===== src/hdl/slm_pkg.sv =====
// ----------------------------------------------------------------------------
// slm_pkg - shared types and constants for the sorted list merge block
// Field widths, item codes and controller state encoding.
// ----------------------------------------------------------------------------
package slm_pkg;

  localparam int DATA_W        = 32;
  localparam int LIST_DEPTH_DEF = 32;
  localparam int CAP_W         = 7;
  localparam logic [CAP_W-1:0] CAP_RESET = 7'd64;
  localparam int PADDR_W       = 3;
  localparam int PDATA_W       = 32;

  // input item kind (s_tuser)
  typedef enum logic [1:0] {
    MODE_LOAD_A = 2'd0,
    MODE_LOAD_B = 2'd1,
    MODE_MERGE  = 2'd2,
    MODE_NOP    = 2'd3
  } mode_t;

  // result item kind (m_tuser)
  typedef enum logic [1:0] {
    STAT_ELEM  = 2'd0,
    STAT_CAP   = 2'd1,
    STAT_DROP  = 2'd2,
    STAT_EMPTY = 2'd3
  } status_t;

  typedef enum logic [1:0] {
    ST_IDLE  = 2'b01,
    ST_MERGE = 2'b10
  } state_t;

  // register indexes
  localparam logic [0:0] REG_OUT_CAPACITY = 1'b0;

endpackage


===== src/hdl/slm_ram.sv =====
// ----------------------------------------------------------------------------
// slm_ram - generic single-port-write, single-port-read RAM
// One write port, one read port, read data registered.
// ----------------------------------------------------------------------------
module slm_ram #(
  parameter int WIDTH = 32,
  parameter int DEPTH = 32
) (
  input  logic                                  clk,
  input  logic                                  we,
  input  logic [((DEPTH > 1) ? $clog2(DEPTH) : 1)-1:0] waddr,
  input  logic [WIDTH-1:0]                      wdata,
  input  logic [((DEPTH > 1) ? $clog2(DEPTH) : 1)-1:0] raddr,
  output logic [WIDTH-1:0]                      rdata
);

  logic [WIDTH-1:0] mem [DEPTH];

  always_ff @(posedge clk) begin
    if (we) begin
      mem[waddr] <= wdata;
    end
    rdata <= mem[raddr];
  end

endmodule


===== src/hdl/slm_cfg.sv =====
// ----------------------------------------------------------------------------
// slm_cfg - APB register file
// Holds out_capacity; write on the access phase, read returns the value.
// ----------------------------------------------------------------------------
module slm_cfg (
  input  logic                                clk,
  input  logic                                rst,
  input  logic                                psel,
  input  logic                                penable,
  input  logic                                pwrite,
  input  logic [slm_pkg::PADDR_W-1:0]         paddr,
  input  logic [slm_pkg::PDATA_W-1:0]         pwdata,
  output logic [slm_pkg::PDATA_W-1:0]         prdata,
  output logic                                pready,
  output logic [slm_pkg::CAP_W-1:0]           out_capacity
);
  import slm_pkg::*;

  logic reg_hit;

  // word index is paddr[2]; byte lanes ignored
  assign reg_hit = (paddr[PADDR_W-1 -: 1] == REG_OUT_CAPACITY);
  assign pready  = 1'b1;

  always_ff @(posedge clk) begin
    if (rst) begin
      out_capacity <= CAP_RESET;
    end else if (psel && penable && pwrite && pready && reg_hit) begin
      out_capacity <= pwdata[CAP_W-1:0];
    end
  end

  assign prdata = reg_hit ? PDATA_W'(out_capacity) : '0;

endmodule


===== src/hdl/sorted_list_merge.sv =====
// ----------------------------------------------------------------------------
// sorted_list_merge - two-way merge of two ascending signed lists
// Loads lists A and B into RAM, then streams their stable merge.
// ----------------------------------------------------------------------------
// Each list lives in its own RAM of LIST_DEPTH 32-bit words with registered
// read. Load items (tuser 0 = A, 1 = B) produce no result unless the list
// is full, in which case one drop status item comes out. A merge item
// (tuser 2) checks countA + countB against out_capacity: too long gives one
// capacity status item, two empty lists give one empty status item,
// otherwise the merged elements come out one per cycle while the output is
// not stalled, A winning ties, tlast on the final one. Input is held off
// (s_tready low) while a merge streams. The rate is set by the single read
// port of each RAM, which is kept pointed at the current head of each list
// so the next compare always has both heads in the cycle after a pick. Both
// lists are empty after every merge item. tuser 3 is accepted and ignored.
// The RAMs have no reset: entries beyond a list's count are never looked at.
// ----------------------------------------------------------------------------
module sorted_list_merge #(
  parameter int LIST_DEPTH = slm_pkg::LIST_DEPTH_DEF
) (
  input  logic                           clk,
  input  logic                           rst,
  // configuration
  input  logic                           psel,
  input  logic                           penable,
  input  logic                           pwrite,
  input  logic [slm_pkg::PADDR_W-1:0]    paddr,
  input  logic [slm_pkg::PDATA_W-1:0]    pwdata,
  output logic [slm_pkg::PDATA_W-1:0]    prdata,
  output logic                           pready,
  // input items
  input  logic                           s_tvalid,
  output logic                           s_tready,
  input  logic [slm_pkg::DATA_W-1:0]     s_tdata,   // [31:0] value
  input  logic [1:0]                     s_tuser,   // [1:0] mode
  // result items
  output logic                           m_tvalid,
  input  logic                           m_tready,
  output logic [slm_pkg::DATA_W-1:0]     m_tdata,   // [31:0] out_value
  output logic [1:0]                     m_tuser,   // [1:0] status
  output logic                           m_tlast
);
  import slm_pkg::*;

  localparam int AW = (LIST_DEPTH > 1) ? $clog2(LIST_DEPTH) : 1;
  localparam int CW = $clog2(LIST_DEPTH + 1);
  localparam int SW = CW + 1;
  localparam int XW = ((SW > CAP_W) ? SW : CAP_W) + 1;   // compare width

  state_t state, state_next;

  logic [CAP_W-1:0]  out_capacity;
  logic [CW-1:0]     count_a, count_a_next, count_b, count_b_next;
  logic [CW-1:0]     ia, ia_next, jb, jb_next;  // read heads
  logic [SW-1:0]     total;
  logic              full_a, full_b;
  logic              out_free, in_acc;
  mode_t             mode;

  logic              we_a, we_b;
  logic [DATA_W-1:0] rd_a, rd_b;

  // output register load
  logic              out_load;
  logic [DATA_W-1:0] out_data;
  status_t           out_stat;
  logic              out_last;

  // merge pick
  logic              a_ok, b_ok, take_a;

  slm_cfg u_cfg (
    .clk          (clk),
    .rst          (rst),
    .psel         (psel),
    .penable      (penable),
    .pwrite       (pwrite),
    .paddr        (paddr),
    .pwdata       (pwdata),
    .prdata       (prdata),
    .pready       (pready),
    .out_capacity (out_capacity)
  );

  // read address follows the next head so rdata is always mem[head]
  slm_ram #(.WIDTH(DATA_W), .DEPTH(LIST_DEPTH)) u_ram_a (
    .clk   (clk),
    .we    (we_a),
    .waddr (count_a[AW-1:0]),
    .wdata (s_tdata),
    .raddr (ia_next[AW-1:0]),
    .rdata (rd_a)
  );

  slm_ram #(.WIDTH(DATA_W), .DEPTH(LIST_DEPTH)) u_ram_b (
    .clk   (clk),
    .we    (we_b),
    .waddr (count_b[AW-1:0]),
    .wdata (s_tdata),
    .raddr (jb_next[AW-1:0]),
    .rdata (rd_b)
  );

  assign out_free = !m_tvalid || m_tready;
  assign s_tready = (state == ST_IDLE) && out_free;
  assign in_acc   = s_tvalid && s_tready;
  assign mode     = mode_t'(s_tuser);
  assign full_a   = (count_a == CW'(LIST_DEPTH));
  assign full_b   = (count_b == CW'(LIST_DEPTH));
  assign total    = SW'(count_a) + SW'(count_b);

  assign we_a = in_acc && (mode == MODE_LOAD_A) && !full_a;
  assign we_b = in_acc && (mode == MODE_LOAD_B) && !full_b;

  // A wins ties (stable)
  assign a_ok   = (ia < count_a);
  assign b_ok   = (jb < count_b);
  assign take_a = a_ok && (!b_ok || ($signed(rd_a) <= $signed(rd_b)));

  always_comb begin
    state_next   = state;
    count_a_next = count_a;
    count_b_next = count_b;
    ia_next      = ia;
    jb_next      = jb;
    out_load     = 1'b0;
    out_data     = '0;
    out_stat     = STAT_ELEM;
    out_last     = 1'b1;
    case (state)
      ST_IDLE: begin
        if (in_acc) begin
          case (mode)
            MODE_LOAD_A: begin
              if (full_a) begin
                out_load = 1'b1;
                out_stat = STAT_DROP;
              end else begin
                count_a_next = count_a + CW'(1);
              end
            end
            MODE_LOAD_B: begin
              if (full_b) begin
                out_load = 1'b1;
                out_stat = STAT_DROP;
              end else begin
                count_b_next = count_b + CW'(1);
              end
            end
            MODE_MERGE: begin
              if (XW'(total) > XW'(out_capacity)) begin
                out_load     = 1'b1;
                out_stat     = STAT_CAP;
                count_a_next = '0;
                count_b_next = '0;
              end else if (total == '0) begin
                out_load = 1'b1;
                out_stat = STAT_EMPTY;
              end else begin
                state_next = ST_MERGE;
              end
            end
            default: ;  // ignored kind
          endcase
        end
      end
      ST_MERGE: begin
        if (out_free) begin
          out_load = 1'b1;
          out_stat = STAT_ELEM;
          out_data = take_a ? rd_a : rd_b;
          if (take_a) begin
            ia_next = ia + CW'(1);
          end else begin
            jb_next = jb + CW'(1);
          end
          out_last = (ia_next == count_a) && (jb_next == count_b);
          if (out_last) begin
            state_next   = ST_IDLE;
            count_a_next = '0;
            count_b_next = '0;
            ia_next      = '0;
            jb_next      = '0;
          end
        end
      end
      default: begin
        state_next = ST_IDLE;
      end
    endcase
  end

  always_ff @(posedge clk) begin
    if (rst) begin
      state   <= ST_IDLE;
      count_a <= '0;
      count_b <= '0;
      ia      <= '0;
      jb      <= '0;
    end else begin
      state   <= state_next;
      count_a <= count_a_next;
      count_b <= count_b_next;
      ia      <= ia_next;
      jb      <= jb_next;
    end
  end

  // output register: decouples the result side from the RAM read
  always_ff @(posedge clk) begin
    if (rst) begin
      m_tvalid <= 1'b0;
    end else if (out_load) begin
      m_tvalid <= 1'b1;
    end else if (m_tready) begin
      m_tvalid <= 1'b0;
    end
  end

  always_ff @(posedge clk) begin
    if (out_load) begin
      m_tdata <= out_data;
      m_tuser <= out_stat;
      m_tlast <= out_last;
    end
  end

  // heads never run past their list
  a_heads_in_range: assert property (@(posedge clk) disable iff (rst)
    (state == ST_MERGE) |-> (ia <= count_a && jb <= count_b))
    else $error("merge head beyond list count");

  // a merge in flight always has something left to emit
  a_merge_not_drained: assert property (@(posedge clk) disable iff (rst)
    (state == ST_MERGE) |-> (a_ok || b_ok))
    else $error("merge state with both lists drained");

  // input only taken while idle
  a_ready_idle: assert property (@(posedge clk) disable iff (rst)
    s_tready |-> (state == ST_IDLE))
    else $error("input ready outside idle");

  // finishing the last element returns to idle with empty lists
  a_last_clears: assert property (@(posedge clk) disable iff (rst)
    (state == ST_MERGE && out_load && out_last) |=>
      (state == ST_IDLE && count_a == '0 && count_b == '0))
    else $error("lists not cleared after merge");

endmodule

===== config.mk =====
export PLATFORM = sky130hd
export DESIGN_NAME = sorted_list_merge
export DESIGN_NICKNAME = d
export VERILOG_FILES = /design/src/hdl/slm_pkg.sv /design/src/hdl/slm_ram.sv /design/src/hdl/slm_cfg.sv /design/src/hdl/sorted_list_merge.sv
export SDC_FILE = /design/constraint.sdc
export NUM_CORES = 2
export LEC_CHECK = 0
export ABC_AREA = 1
export BUFFER_PORTS_ARGS = -buffer_cell sky130_fd_sc_hd__buf_4
export CAP_MARGIN = 20
export CELL_PAD_IN_SITES_DETAIL_PLACEMENT = 1
export CELL_PAD_IN_SITES_GLOBAL_PLACEMENT = 1
export CORE_MARGIN = 1.5
export CORE_UTILIZATION = 36
export CTS_CLUSTER_SIZE = 14
export DETAILED_ROUTE_END_ITERATION = 10
export PLACE_DENSITY_LB_ADDON = 0.1
export RECOVER_POWER = 100
export REMOVE_ABC_BUFFERS = 1
export SLEW_MARGIN = 5
export SYNTH_ARGS = -nofsm -noshare
export SYNTH_HDL_FRONTEND = slang
export SYNTH_SLANG_ARGS = --single-unit

===== constraint.sdc =====
create_clock -name clk -period 5.6 [get_ports clk]
set_input_delay 0.84 -clock clk [delete_from_list [all_inputs] [get_ports clk]]
set_output_delay 0.84 -clock clk [all_outputs]
set_load 0.02 [all_outputs]

==> metrics.csv <==
stage,metric,value,unit
worst_setup_path,cp.required,6.11,ns
synthesis,synth-xor-area-share,0.0995,%
worst_setup_path,cp.buffers_inverters,3,
die,die_w,522,µm
global_routing,gr-total-overflow,0,
drt,vias_per_cell,5.30,
cts,clkTransAtPathRegs,0.06,ns
worst_setup_path,arrival,5.97,ns
run_status,status,finished with violations,
power_and_ir_drop,power.density,332,mW/mm²
timing,worst_slew_pin_slew,4.19,ns
cells_and_area,layout_common_cells,"2083 x edfxtp_1, 2038 x nand3_1, 1485 x nand2_1",
worst_setup_path,cpLargestDelayFamily,simple AND/OR/NAND/NOR gates,
die,rows,190,
worst_setup_path,critPathCaptureType,register,
synthesis,synth_compound_area_share,0.868,%
worst_setup_path,crit_type,register to register,
drt,initialDrtViolationCount,5614,
cts,clock_path_buffers,4,
cts,cts_tree,built,
power_and_ir_drop,peakVddDrop,0.000247,V
place,hpwl,185000,µm
place,io_buffers,92,
timing,rsz0062_at_grt,false,
timing,skew,0.0462,ns
cts,cts_made_buffers,245,
synthesis,yosys.area_share.simple,23.5,%
timing,relSlewSlack,-179,%
synthesis,synth_top_area_share,64.6,%
synthesis,synth_cells,8868,
cts,hold_buffers,0,
global_routing,grt_max_degree,168,
timing,final.setup.tns,0,ns
drt,wl,338000,µm
timing,worst_slack,0.146,ns
global_routing,antenna_found_initial,19,
timing,max_freq,183,MHz
synthesis,netlist_area,0.0968,mm²
power_and_ir_drop,clock_power_share,42.4,%
worst_setup_path,cp_cell_sequence,"ha_1, inv_1, nor2_1, nand2_1, nor4_1, clkbuf_1, nand2_1, nor2_1, clkbuf_4",
power_and_ir_drop,pwr-share-comb,7.6,%
cts,postCtsSetupBuffers,0,
cells_and_area,mostFrequentLayoutCell,edfxtp_1,
drt,drc,0,
synthesis,synth-seq-cells,2181,
synthesis,ys.warnings.count,0,
synthesis,synth.area.mux_share,0,%
drt,final_antenna_net_count,0,
place,placed_area,0.104,mm²
global_routing,grt_pass1_wl,484000,µm
cells_and_area,drive_gt1_share,7.10,%
drt,dr_total_vias,67200,
job,drv_cap,90,
cells_and_area,finalInstanceArea,0.110,mm²
timing,period_minus_slack,5.45,ns
synthesis,yosysUniqueCellTypes,41,
cts,cts.sinks,2181,
drt,wl_per_cell,26.6,µm
power_and_ir_drop,sw_frac_of_total,24.3,%
die,core,0.268,mm²
synthesis,yosysSeqAreaShare,66.6,%
die,die-area,0.272,mm²
place,post-place-ws,0.320,ns
power_and_ir_drop,p_int,27.6,mW
place,gp_congestion,0.827,
cts,htree_num_levels,4,
die,die_h,522,µm
power_and_ir_drop,leakagePower,41.8,nW
cells_and_area,nNetsFinal,9059,
worst_setup_path,cp_slowest_stage_delay,1.44,ns
hold_path,worstHoldPathType,input pin to register,
worst_setup_path,slowest_stage,nor2_1,
drt,dr.pass1.iters,5,
synthesis,synth_top_family_by_area,simple AND/OR/NAND/NOR gates,
die,io_pins,146,
synthesis,synthTopCellsByArea,"edfxtp_1 65%, nand3_1 11%, nand3b_1 6.5%, nand2_1 5.8%, inv_1 5.2%",
cts,cts_resized,0,
cells_and_area,area_delta_synth_final,13.6,%
global_routing,grt_pass1_vias,67600,
global_routing,grt_usage,24.5,%
power_and_ir_drop,seq_power_share,50.0,%
cts,clk-insertion-delay-late,0.92,ns
synthesis,avgSynthCellArea,10.9,µm²
place,dp_cells,12200,
timing,fin_crit_sh,97.4,%
worst_setup_path,startpoint_type,register,
synthesis,yosysTopAreaCell,edfxtp_1,
synthesis,synth_adder_area_share,0.886,%
timing,setup_viol,0,
cells_and_area,fin_cells,12700,
cts,root_buffer,clkbuf_16,
run_status,violations,"max-capacitance violations, max-slew violations",
worst_setup_path,crit_fanout,22,
timing,hold_viol,0,
die,initial_core_util,36.2,%
timing,drv_slew,3551,
power_and_ir_drop,switching_power,8.89,mW
## synth_stat cells (all sizes together)
library cell,count
buf,364
nand4,6
o211ai,1
o221ai,1
conb,2
or2,1
o22ai,1
nor2,122
xor2,10
nor4,1
o21a,3
inv,1336
a21o,4
and3,1
nand2,1494
fa,1
a221oi,1
o211a,1
and2,1
nand3,2040
clkbuf,229
nor3,13
edfxtp,2083
nand3b,833
dfxtp,98
a21oi,74
o21bai,1
ha,67
xnor2,1
o21ai,70
clkinv,1
a31oi,2
nor3b,5
## registers in the layout (all words and copies together), names as in the netlist
signal              flops
count_a                 6
count_b                 6
ia                      6
jb                      6
m_tdata                32
m_tlast                 1
m_tuser                 2
m_tvalid                1
state                   2
u_cfg.out_capacity      7
u_ram_a.mem          1024
u_ram_a.rdata          32
u_ram_b.mem          1024
u_ram_b.rdata          32
## worst min-delay path: stages
cell      delay [ns]
buf_4           0.08
nand2_1         0.04
o211ai_1        0.07
## final timing paths
kind                  start                     to  slack, ns  cells past startpoint
setup / recovery   state[0]    u_ram_a.mem[22][20]       0.15                      9
hold / removal    pwdata[6]  u_cfg.out_capacity[6]       0.16                      3
setup reg to reg   state[0]    u_ram_a.mem[22][20]       0.15                      9
hold reg to reg    state[1]               state[1]       0.52                      2
## per-stage QoR
step | utilization [%] | power (mW) | hold WS (ns)
2_1_floorplan | - | 20.0 | 0.449
3_3_place_gp | 38.7 | 21.4 | 0.487
3_5_place_dp | 38.7 | 21.4 | 0.506
4_1_cts | 41.5 | 36.9 | 0.100
5_1_grt | 41.1 | 37.7 | 0.137
6_report | 41.1 | 36.5 | 0.164
## cell type report
class,count,area [µm²]
Fill cell,28900,158000
Sequential cell,2181,64500
Multi-Input combinational cell,4781,25100
Clock buffer,347,6710
Inverter,1337,5050
Tap cell,3552,4440
Timing Repair Buffer,369,3340
Clock inverter,100,797
Antenna cell,14,35.0
## power groups by stage
stage                     Combinational [mW]  Sequential, mW  Clock (mW)
after global routing                    3.06            18.2        16.4
after CTS                               2.87            18.2        15.8
after detailed placement                2.86            18.5           0
after global placement                  2.82            18.5           0
final                                   2.79            18.2        15.5
after floorplan                         1.53            18.5           0
## per-layer routing
layer | wire [µm] | up-vias | track usage (%) | share of wire (%)
li1 | - | 30300 | - | -
met1 | 155000 | 34800 | 34.6 | 46
met2 | 156000 | 1603 | 39.6 | 46
met3 | 16500 | 503 | 2.54 | 4.9
met4 | 10500 | 0 | 7.53 | 3.1
met5 | 0 | - | 0 | 0
## cell families (layout without fill, tap and decap cells)
kind of cell | count (synthesis) | in the layout
AOI/OAI and AO/OA | 159 | 159
xor gates and xnor gates | 11 | 11
adders and majority gates | 68 | 68
buffers and inverters | 1930 | 2153
DFF | 2181 | 2181
other | 2 | 40
and+or+nand+nor | 4517 | 4517
Note: power is estimated with default switching activity, not from simulation.
